[config.mk]
export PLATFORM = sky130hd
export DESIGN_NAME = lihm_cell
export DESIGN_NICKNAME = d
export VERILOG_FILES = /design/src/sv/lihm_pkg.sv /design/src/sv/lihm_cell.sv
export SDC_FILE = /design/constraint.sdc
export NUM_CORES = 1
export LEC_CHECK = 0
export BUFFER_PORTS_ARGS = -buffer_cell sky130_fd_sc_hd__buf_2
export CAP_MARGIN = 30
export CORE_AREA = 2 2 242 244
export DETAILED_ROUTE_END_ITERATION = 16
export DIE_AREA = 0 0 244 246
export PLACE_DENSITY = 0.56
export SYNTH_ARGS = -nofsm -noshare
export SYNTH_HDL_FRONTEND = slang
export SYNTH_SLANG_ARGS = --single-unit
[constraint.sdc]
create_clock -name clk -period 1.9 [get_ports clk]
set_clock_uncertainty 0.1 [all_clocks]
set_input_delay 0.19 -clock clk [delete_from_list [all_inputs] [get_ports clk]]
set_output_delay 0.19 -clock clk [all_outputs]
set_load 0.005 [all_outputs]
[src/sv/lihm_pkg.sv]
// Shared types, constants and helpers for the loop idle histogram monitor.
// Used by the statistics block, the bucket cells and the top level.
`default_nettype none

package lihm_pkg;

    localparam int NUM_BUCKETS_DEF   = 23;
    localparam int COUNT_WIDTH_DEF   = 32;
    localparam int MAX_COUNT_WIDTH   = 64;
    localparam int OUT_W             = 32;
    localparam int NS_W              = 44;
    localparam int MS_W              = 24;
    localparam int BOUND_TABLE_SIZE  = 23;

    localparam logic [19:0] NS_PER_MS = 20'd1000000;

    localparam logic [1:0] REQ_TRANSFER = 2'd0;
    localparam logic [1:0] REQ_PUSH     = 2'd1;
    localparam logic [1:0] REQ_END_ITER = 2'd2;
    localparam logic [1:0] REQ_QUERY    = 2'd3;

    // Upper bound in nanoseconds of each log-spaced bucket.
    localparam logic [NS_W-1:0] BOUNDS [BOUND_TABLE_SIZE] = '{
        44'd0,         44'd10000,     44'd17783,     44'd31623,
        44'd56234,     44'd100000,    44'd177828,    44'd316228,
        44'd562341,    44'd1000000,   44'd1778279,   44'd3162278,
        44'd5623413,   44'd10000000,  44'd17782794,  44'd31622777,
        44'd56234133,  44'd100000000, 44'd177827941, 44'd316227766,
        44'd562341325, 44'd1000000000, 44'd10000000000000
    };

    typedef struct packed {
        logic [OUT_W-1:0] iterations;
        logic [OUT_W-1:0] idle_iterations;
        logic [OUT_W-1:0] transfers;
        logic [OUT_W-1:0] pushes;
        logic [OUT_W-1:0] min_work;
        logic [OUT_W-1:0] max_work;
    } totals_t;

    // Payload that travels down the row of bucket cells with each transfer.
    typedef struct packed {
        logic [1:0]       op;
        logic [NS_W-1:0]  ns;
        logic             idle;
        logic             found;
        logic [OUT_W-1:0] sleep_cnt;
        logic [OUT_W-1:0] idle_cnt;
        totals_t          totals;
    } token_t;

    // Buckets past the end of the table repeat the last bound.
    function automatic logic [NS_W-1:0] bound_at(input int idx);
        logic [NS_W-1:0] b;
        if (idx < BOUND_TABLE_SIZE)
        begin
            b = BOUNDS[idx];
        end
        else
        begin
            b = BOUNDS[BOUND_TABLE_SIZE-1];
        end
        return b;
    endfunction

    // Low bits of a counter as reported on the result ports.
    function automatic logic [OUT_W-1:0] to_out(input logic [MAX_COUNT_WIDTH-1:0] v);
        return v[OUT_W-1:0];
    endfunction

endpackage

`default_nettype wire

[src/sv/lihm_cell.sv]
// One histogram bucket: holds both counts for its bound and passes the
// transfer on to the next cell. Depends on lihm_pkg.
`default_nettype none

module lihm_cell #(
    parameter int IDX         = 0,
    parameter int COUNT_WIDTH = lihm_pkg::COUNT_WIDTH_DEF
) (
    input  wire logic              clk,
    input  wire logic              rst_n,
    input  wire logic              advance,
    input  wire logic              vld_in,
    input  wire lihm_pkg::token_t  tok_in,
    output logic                   vld_out,
    output lihm_pkg::token_t       tok_out
);
    import lihm_pkg::*;

    localparam logic [NS_W-1:0] BOUND = bound_at(IDX);

    logic [COUNT_WIDTH-1:0] sleep_cnt_reg, sleep_cnt_next;
    logic [COUNT_WIDTH-1:0] idle_cnt_reg,  idle_cnt_next;
    logic                   vld_reg;
    token_t                 tok_reg, tok_next;
    logic                   hit;

    function automatic logic [COUNT_WIDTH-1:0] sat_inc(input logic [COUNT_WIDTH-1:0] v);
        return (v == '1) ? v : v + 1'b1;
    endfunction

    // Bounds never decrease, so the first cell not yet passed that covers
    // the duration is the bucket; later cells see the found flag.
    assign hit = vld_in && !tok_in.found && (tok_in.ns <= BOUND);

    always_comb
    begin
        sleep_cnt_next = sleep_cnt_reg;
        idle_cnt_next  = idle_cnt_reg;
        tok_next       = tok_in;
        if (hit)
        begin
            case (tok_in.op)
                REQ_END_ITER:
                begin
                    tok_next.found = 1'b1;
                    sleep_cnt_next = sat_inc(sleep_cnt_reg);
                    if (tok_in.idle)
                    begin
                        idle_cnt_next = sat_inc(idle_cnt_reg);
                    end
                end
                REQ_QUERY:
                begin
                    tok_next.found     = 1'b1;
                    tok_next.sleep_cnt = to_out(MAX_COUNT_WIDTH'(sleep_cnt_reg));
                    tok_next.idle_cnt  = to_out(MAX_COUNT_WIDTH'(idle_cnt_reg));
                end
                default:
                begin
                end
            endcase
        end
    end

    always_ff @(posedge clk or negedge rst_n)
    begin
        if (!rst_n)
        begin
            sleep_cnt_reg <= '0;
            idle_cnt_reg  <= '0;
            vld_reg       <= 1'b0;
        end
        else if (advance)
        begin
            sleep_cnt_reg <= sleep_cnt_next;
            idle_cnt_reg  <= idle_cnt_next;
            vld_reg       <= vld_in;
        end
    end

    always_ff @(posedge clk)
    begin
        if (advance)
        begin
            tok_reg <= tok_next;
        end
    end

    assign vld_out = vld_reg;
    assign tok_out = tok_reg;

endmodule

`default_nettype wire

==> results.toml, run 1 <==
[clock_network]
cts_root_buf = "clkbuf_16"
cts_tree = "done"
numCtsBuffers = 43
htree_num_levels = 2
cts.clk_slew.worst_paths_ps = 60
clk_path_buf_depth = 3
cts_sinks = 369
clk_latency_ps = 560

[finish]
fill_cells = 5268
area_delta_synth_final_pct = 80.0
fin_nets = 2125
instances_no_fill = 2621
drive_gt1_frac = 0.531
final_area_mm2 = 0.0238
finish.utilization = 0.415
largest_reg_flops = 304

[placement]
dp_slack_ps = -721
dpl.cell_count = 2206
place_hpwl_um = 38900
placed_area_mm2 = 0.0186
place.gp.congestion = 0.804
place.port_buffers = 612

[grt]
antenna_found_initial = 9
grt_use_total = 0.171
overflow = 0
grt_pass1_vias = 11400
grt_max_degree = 130
grt_pass1_wl_um = 75900

[logic_synthesis]
netlist.area_leader.share = 0.691
ys_types = 36
syn-cell-area_mm2 = 0.0132
yosysSeqAreaShare = 0.814
yosys_most_used_dff = "edfxtp_1"
async_flop_share = 0.176
yosys_warnings = 0
synth_cells = 692
ys_ff_latch = 369
synth_edf_count = 304
synth_nets = 1002
syn_avg_cell_area_um2 = 19.1
yosysTopAreaCell = "edfxtp_1"
synth.area.top_cells = "edfxtp_1 69%, dfrtp_1 12%, mux2_2 5.5%"

[worst_setup_path]
slowest_stage = "or4_4"
r2r-start = "idle_cnt_reg[0]$_DFFE_PN0P_"
worstSetupStartpoint = "idle_cnt_reg[0]$_DFFE_PN0P_"
endpoint_kind = "flip-flop"
critPathKind = "reg2reg"
crit_required_ps = 2280
worst-r2r-cell-count = 6
path_cells = "ha_4 -> nand4_1 -> or3_4 -> or4_4 -> nor3_2 -> xor2_1"
critPathMaxStageDelay_ps = 490
arrival_ps = 2460
setup.worst_path.start_class = "flip-flop"
crit_path_max_fanout = 4

[timing]
fmax_mhz = 482
hold_viol = 0
setup_slack_ps = -174
setup_viol = 30
finalCriticalPeriod_ps = 2070
timing.final.crit_share = 1.09
drv_slew = 0
holdWs_ps = 81.6
relSlewSlack = 0.442
rsz0062_at_grt = "true"
worst_slew_pin_slew_ps = 836

[die]
start_util = 0.230
die_h_um = 246
core-area_mm2 = 0.0574
top_level_ports = 613
die_area_mm2 = 0.0600
std_cell_rows = 88
die_x_um = 244

[power]
p_leak_nw = 10.2
p_per_area_mw_per_mm2 = 841
ir_drop_mv = 0.650

[routing]
drt_iter0_drc = 502
avgViaCountPerCell = 4.17
drc = 0
firstDrtPassIters = 4
routedWlPerCell_um = 20.8
num_vias = 10900
wirelength_um = 54500
ant_nets = 0

[outcome]
violations = "setup timing"
status = "finished with violations"

[job]
maxCapViolCount = 0

[hold_path]
hp-class = "in2async"
-- cells in the final DEF (no fill, tap or decap), types with 8 or more instances in the layout --
| master | count |
|---|---|
| buf_2 | 606 |
| dlygate4sd3_1 | 307 |
| edfxtp_1 | 304 |
| buf_4 | 142 |
| dfrtp_1 | 64 |
| mux2_2 | 63 |
| clkbuf_16 | 48 |
| xnor2_1 | 43 |
| nand4_1 | 28 |
| nand2_1 | 21 |
| xor2_1 | 16 |
| nand3_1 | 16 |
| buf_6 | 16 |
| and3_1 | 12 |
| nand3_2 | 10 |
| nor4_4 | 9 |
| clkinv_2 | 9 |
| nor2_1 | 8 |
-- cell type report --
cell class | instances | area [um^2] | share of cell area
Sequential cell | 369 | 10800 | 0.452
Clock buffer | 50 | 1100 | 0.0464
Antenna cell | 7 | 17.5 | 0.000737
Inverter | 3 | 11.3 | 0.000474
Tap cell | 765 | 957 | 0.0403
Multi-Input combinational cell | 311 | 2910 | 0.122
Clock inverter | 29 | 337 | 0.0142
Timing Repair Buffer | 1087 | 7690 | 0.323
-- power by group --
part           total [W]  switching, W  internal (W)
registers        0.00952      0.000157       0.00937
logic            0.00199      0.000901       0.00109
clock network    0.00849       0.00348       0.00502
-- timing repair --
item | CTS | global route
pin swaps | 29 | 31
cloned | 0 | 8
hold buffers | 307 | 0
resized for setup | 40 | 53
endpoints found under the hold margin | 376 | 0
buffers inserted | 8 | 7
endpoints found under the setup margin | 45 | 120
-- metrics by stage --
| step | TNS [ps] | power (W) |
|---|---|---|
| CTS | -2390 | 0.0203 |
| global placement | -62430 | 0.0111 |
| global route | -7810 | 0.0207 |
| floorplan | -3470 | 0.00982 |
| detailed placement | -61700 | 0.0111 |
| finish | -1970 | 0.0200 |
-- cells by family (layout without fill, tap and decap cells) --
| logic type | Yosys count | in the layout | share of synthesized area |
|---|---|---|---|
| mux | 64 | 64 | 0.0545 |
| xor+xnor | 62 | 62 | 0.0411 |
| flops | 369 | 369 | 0.814 |
| other cells | 0 | 7 | 0 |
| buf+inv | 13 | 1169 | 0.00464 |
| simple gates | 174 | 175 | 0.0789 |
| compound gates | 8 | 8 | 0.00492 |
| fa+ha+maj | 2 | 2 | 0.00189 |
-- per-layer routing --
metal  vias up  share of wire  GRT usage  wire length (um)
li1       4970              -          -                 -
met4         4          0.025     0.0491              1360
met3        75          0.070     0.0380              3830
met1      5442           0.39      0.212             21500
met5         -        0.00050          0                27
met2       427           0.51      0.298             27800
-- synth_stat cells, drive strengths merged (8+ instances only) --
cell type  count
nor4          23
nor2          13
dfrtp         65
nor3          12
nand2         27
xor2          16
nand3         29
mux2          64
xnor2         46
and3          13
and4           8
nand4         28
edfxtp       304
-- critical path: cells and delay by family, from the launching register on --
family	cells	cell delay [ps]
adders and majority gates	1	160
and+or+nand+nor	4	1210
DFF	1	390
xor gates and xnor gates	1	150
-- path summary, 6_finish.rpt --
path                            slack, ps                       endpoint
worst max-delay path                 -170   idle_cnt_reg[28]$_DFFE_PN0P_
worst min-delay path                   80  sleep_cnt_reg[15]$_DFFE_PN0P_
worst max register to register       -170   idle_cnt_reg[28]$_DFFE_PN0P_
worst min register to register        420            vld_out$_DFFE_PN0P_
max in group asynchronous            1300   idle_cnt_reg[14]$_DFFE_PN0P_
min in group clk                      200   sleep_cnt_reg[8]$_DFFE_PN0P_
Note: power is estimated with default switching activity, not from simulation.
==> inputs of run 2 (changes only) <==
Settings changed: CORE_AREA 2 2 242 244 to 2 2 235 237, DIE_AREA 0 0 244 246 to 0 0 237 239, TNS_END_PERCENT from default to 10.
Clock period 1.9 ns to 2.6 ns, I/O delays scaled along.
==> results.toml, run 2 (same netlist as run 1, synthesis figures left out) <==
[routing]
routedWlPerCell_um = 21.4
num_vias = 10400
firstDrtPassIters = 5
wirelength_um = 51700
drt_iter0_drc = 503
avgViaCountPerCell = 4.30
ant_nets = 0
drc = 0

[die]
core-area_mm2 = 0.0543
die_h_um = 239
std_cell_rows = 86
die_x_um = 237
start_util = 0.243
top_level_ports = 613
die_area_mm2 = 0.0566

[finish]
area_delta_synth_final_pct = 66.1
fin_nets = 1989
drive_gt1_frac = 0.462
instances_no_fill = 2422
final_common_cell = "buf_2"
fill_cells = 5023
finish.utilization = 0.404
largest_reg_flops = 304
most-common-layout-cells = "609 x buf_2, 305 x dlygate4sd3_1, 304 x edfxtp_1"

[timing]
holdWs_ps = 40.4
hold_viol = 0
timing.final.crit_share = 1.00
setup_slack_ps = -3.83
fmax_mhz = 384
worst_slew_pin_slew_ps = 883
finalCriticalPeriod_ps = 2600
setup_viol = 1
fin_setup_tns_ps = -3.83
relSlewSlack = 0.411
drv_slew = 0

[clock_network]
cts.clk_slew.worst_paths_ps = 60
clk_latency_ps = 550
clk_path_buf_depth = 3
cts_root_buf = "clkbuf_16"
cts_tree = "done"
htree_num_levels = 2
numCtsBuffers = 43
cts_sinks = 369

[worst_setup_path]
arrival_ps = 2940
cp_top_family = "simple AND/OR/NAND/NOR gates"
rr_endpoint = "idle_cnt_reg[28]$_DFFE_PN0P_"
critPathMostFrequentCell = "nand4_1"
cp.depth = 10
critPathBufInv = 4
path_cells = "dlygate4sd3_1 -> buf_2 -> nor4_2 -> nand4_1 -> or4_4 -> buf_8 -> a211oi_4 -> buf_4 -> nand4_1 -> xnor2_1"
worst-r2r-cell-count = 6
critPathMaxStageDelay_ps = 620
crit_path_max_fanout = 6
reg2reg_slack_ps = 290
r2r-start = "idle_cnt_reg[2]$_DFFE_PN0P_"
crit_required_ps = 2940
critPathKind = "in2reg"
slowest_stage = "or4_4"
endpoint_kind = "flip-flop"
setup.worst_path.start_class = "input pin"

[power]
p_per_area_mw_per_mm2 = 643
seq_power_share = 0.494
comb_power_share = 0.100
switching_power_w = 0.00322
internal_power_w = 0.0109
p_leak_nw = 9.24
clockPowerShare = 0.406
ir_drop_mv = 0.380
swShare = 0.228

[placement]
place.gp.congestion = 0.872
dpl.cell_count = 2032
place_hpwl_um = 37500
place.port_buffers = 612

[grt]
overflow = 0
grt_max_degree = 133
grt_use_total = 0.175
grt_pass1_wl_um = 72100
grt_pass1_vias = 10700
antenna_found_initial = 5

[hold_path]
min_from = "tok_in[301]"
worst_hold_path.endpoint = "tok_out[301]$_DFFE_PP_"
hold_depth = 1
hp-class = "in2reg"

[job]
maxCapViolCount = 0

[outcome]
violations = "setup timing"
status = "finished with violations"
-- run 2: cell count changes in the layout (fill, tap and decap cells not counted), moves of 5 or more --
cell       before  now
clkbuf_16      48   43
nand2_1        21   26
buf_4         142   28
nor2_1          8   13
nor3_4          7    0
nor4_4          9    3
nand3_2        10    0
nand3_1        16   29
nor3_1          3   10
buf_6          16    1
-- run 2: area by class of cell --
cell class,count,area (um^2),share of cell area
Tap cell,704,881,0.0401
Antenna cell,5,12.5,0.000570
Timing Repair Buffer,952,6480,0.295
Sequential cell,369,10800,0.490
Clock buffer,53,1120,0.0512
Inverter,3,11.3,0.000513
Clock inverter,26,191,0.00872
Multi-Input combinational cell,310,2490,0.113
-- run 2: worst max path at each step --
stage | start | endpoint | slack, ps
floorplan | tok_in[289] | tok_out[252]$_DFFE_PP_ | 350
global placement | tok_in[289] | sleep_cnt_reg[19]$_DFFE_PN0P_ | -170
detailed placement | tok_in[289] | sleep_cnt_reg[19]$_DFFE_PN0P_ | -200
CTS | tok_in[296] | sleep_cnt_reg[19]$_DFFE_PN0P_ | 20
global route | tok_in[275] | sleep_cnt_reg[19]$_DFFE_PN0P_ | -20
finish | tok_in[260] | sleep_cnt_reg[19]$_DFFE_PN0P_ | -4
-- run 2: metrics by stage --
step                total power [W]  worst slack [ps]  cell area (um^2)
CTS                          0.0143              19.0             21800
floorplan                   0.00717               352             13200
detailed placement          0.00811              -195             17500
finish                       0.0141             -3.83             21900
global placement            0.00809              -165             17500
global route                 0.0146             -22.8             21900
-- run 2: worst register-to-register path: cells and delay by family (launching register included) --
kind / cells / cell delay, ps
AND/OR/NAND/NOR: 5 / 1520
flip-flops: 1 / 450
XOR/XNOR: 1 / 170
-- run 2: per-layer routing --
metal / up-vias / track usage / wire [um]
li1: 4688 / - / -
met4: 2 / 0.0840 / 2450
met1: 5163 / 0.199 / 19400
met5: - / 0 / 13
met2: 460 / 0.298 / 25800
met3: 97 / 0.0547 / 4000
-- run 2: power groups by stage --
stage / sequential, W / clock (W) / combinational [W]
after floorplan: 0.00712 / 0 / 0.0000539
after global placement: 0.00707 / 0 / 0.00102
after detailed placement: 0.00708 / 0 / 0.00103
after CTS: 0.00697 / 0.00587 / 0.00141
after global routing: 0.00700 / 0.00611 / 0.00150
final: 0.00697 / 0.00572 / 0.00141
-- run 2: timing repair --
| action | 4_1_cts | 5_1_grt |
|---|---|---|
| setup endpoints to repair | 0 | 78 |
| hold buffers | 306 | 0 |
| buffers inserted | 0 | 2 |
| gates resized for setup | 0 | 17 |
| hold endpoints to repair | 340 | 0 |
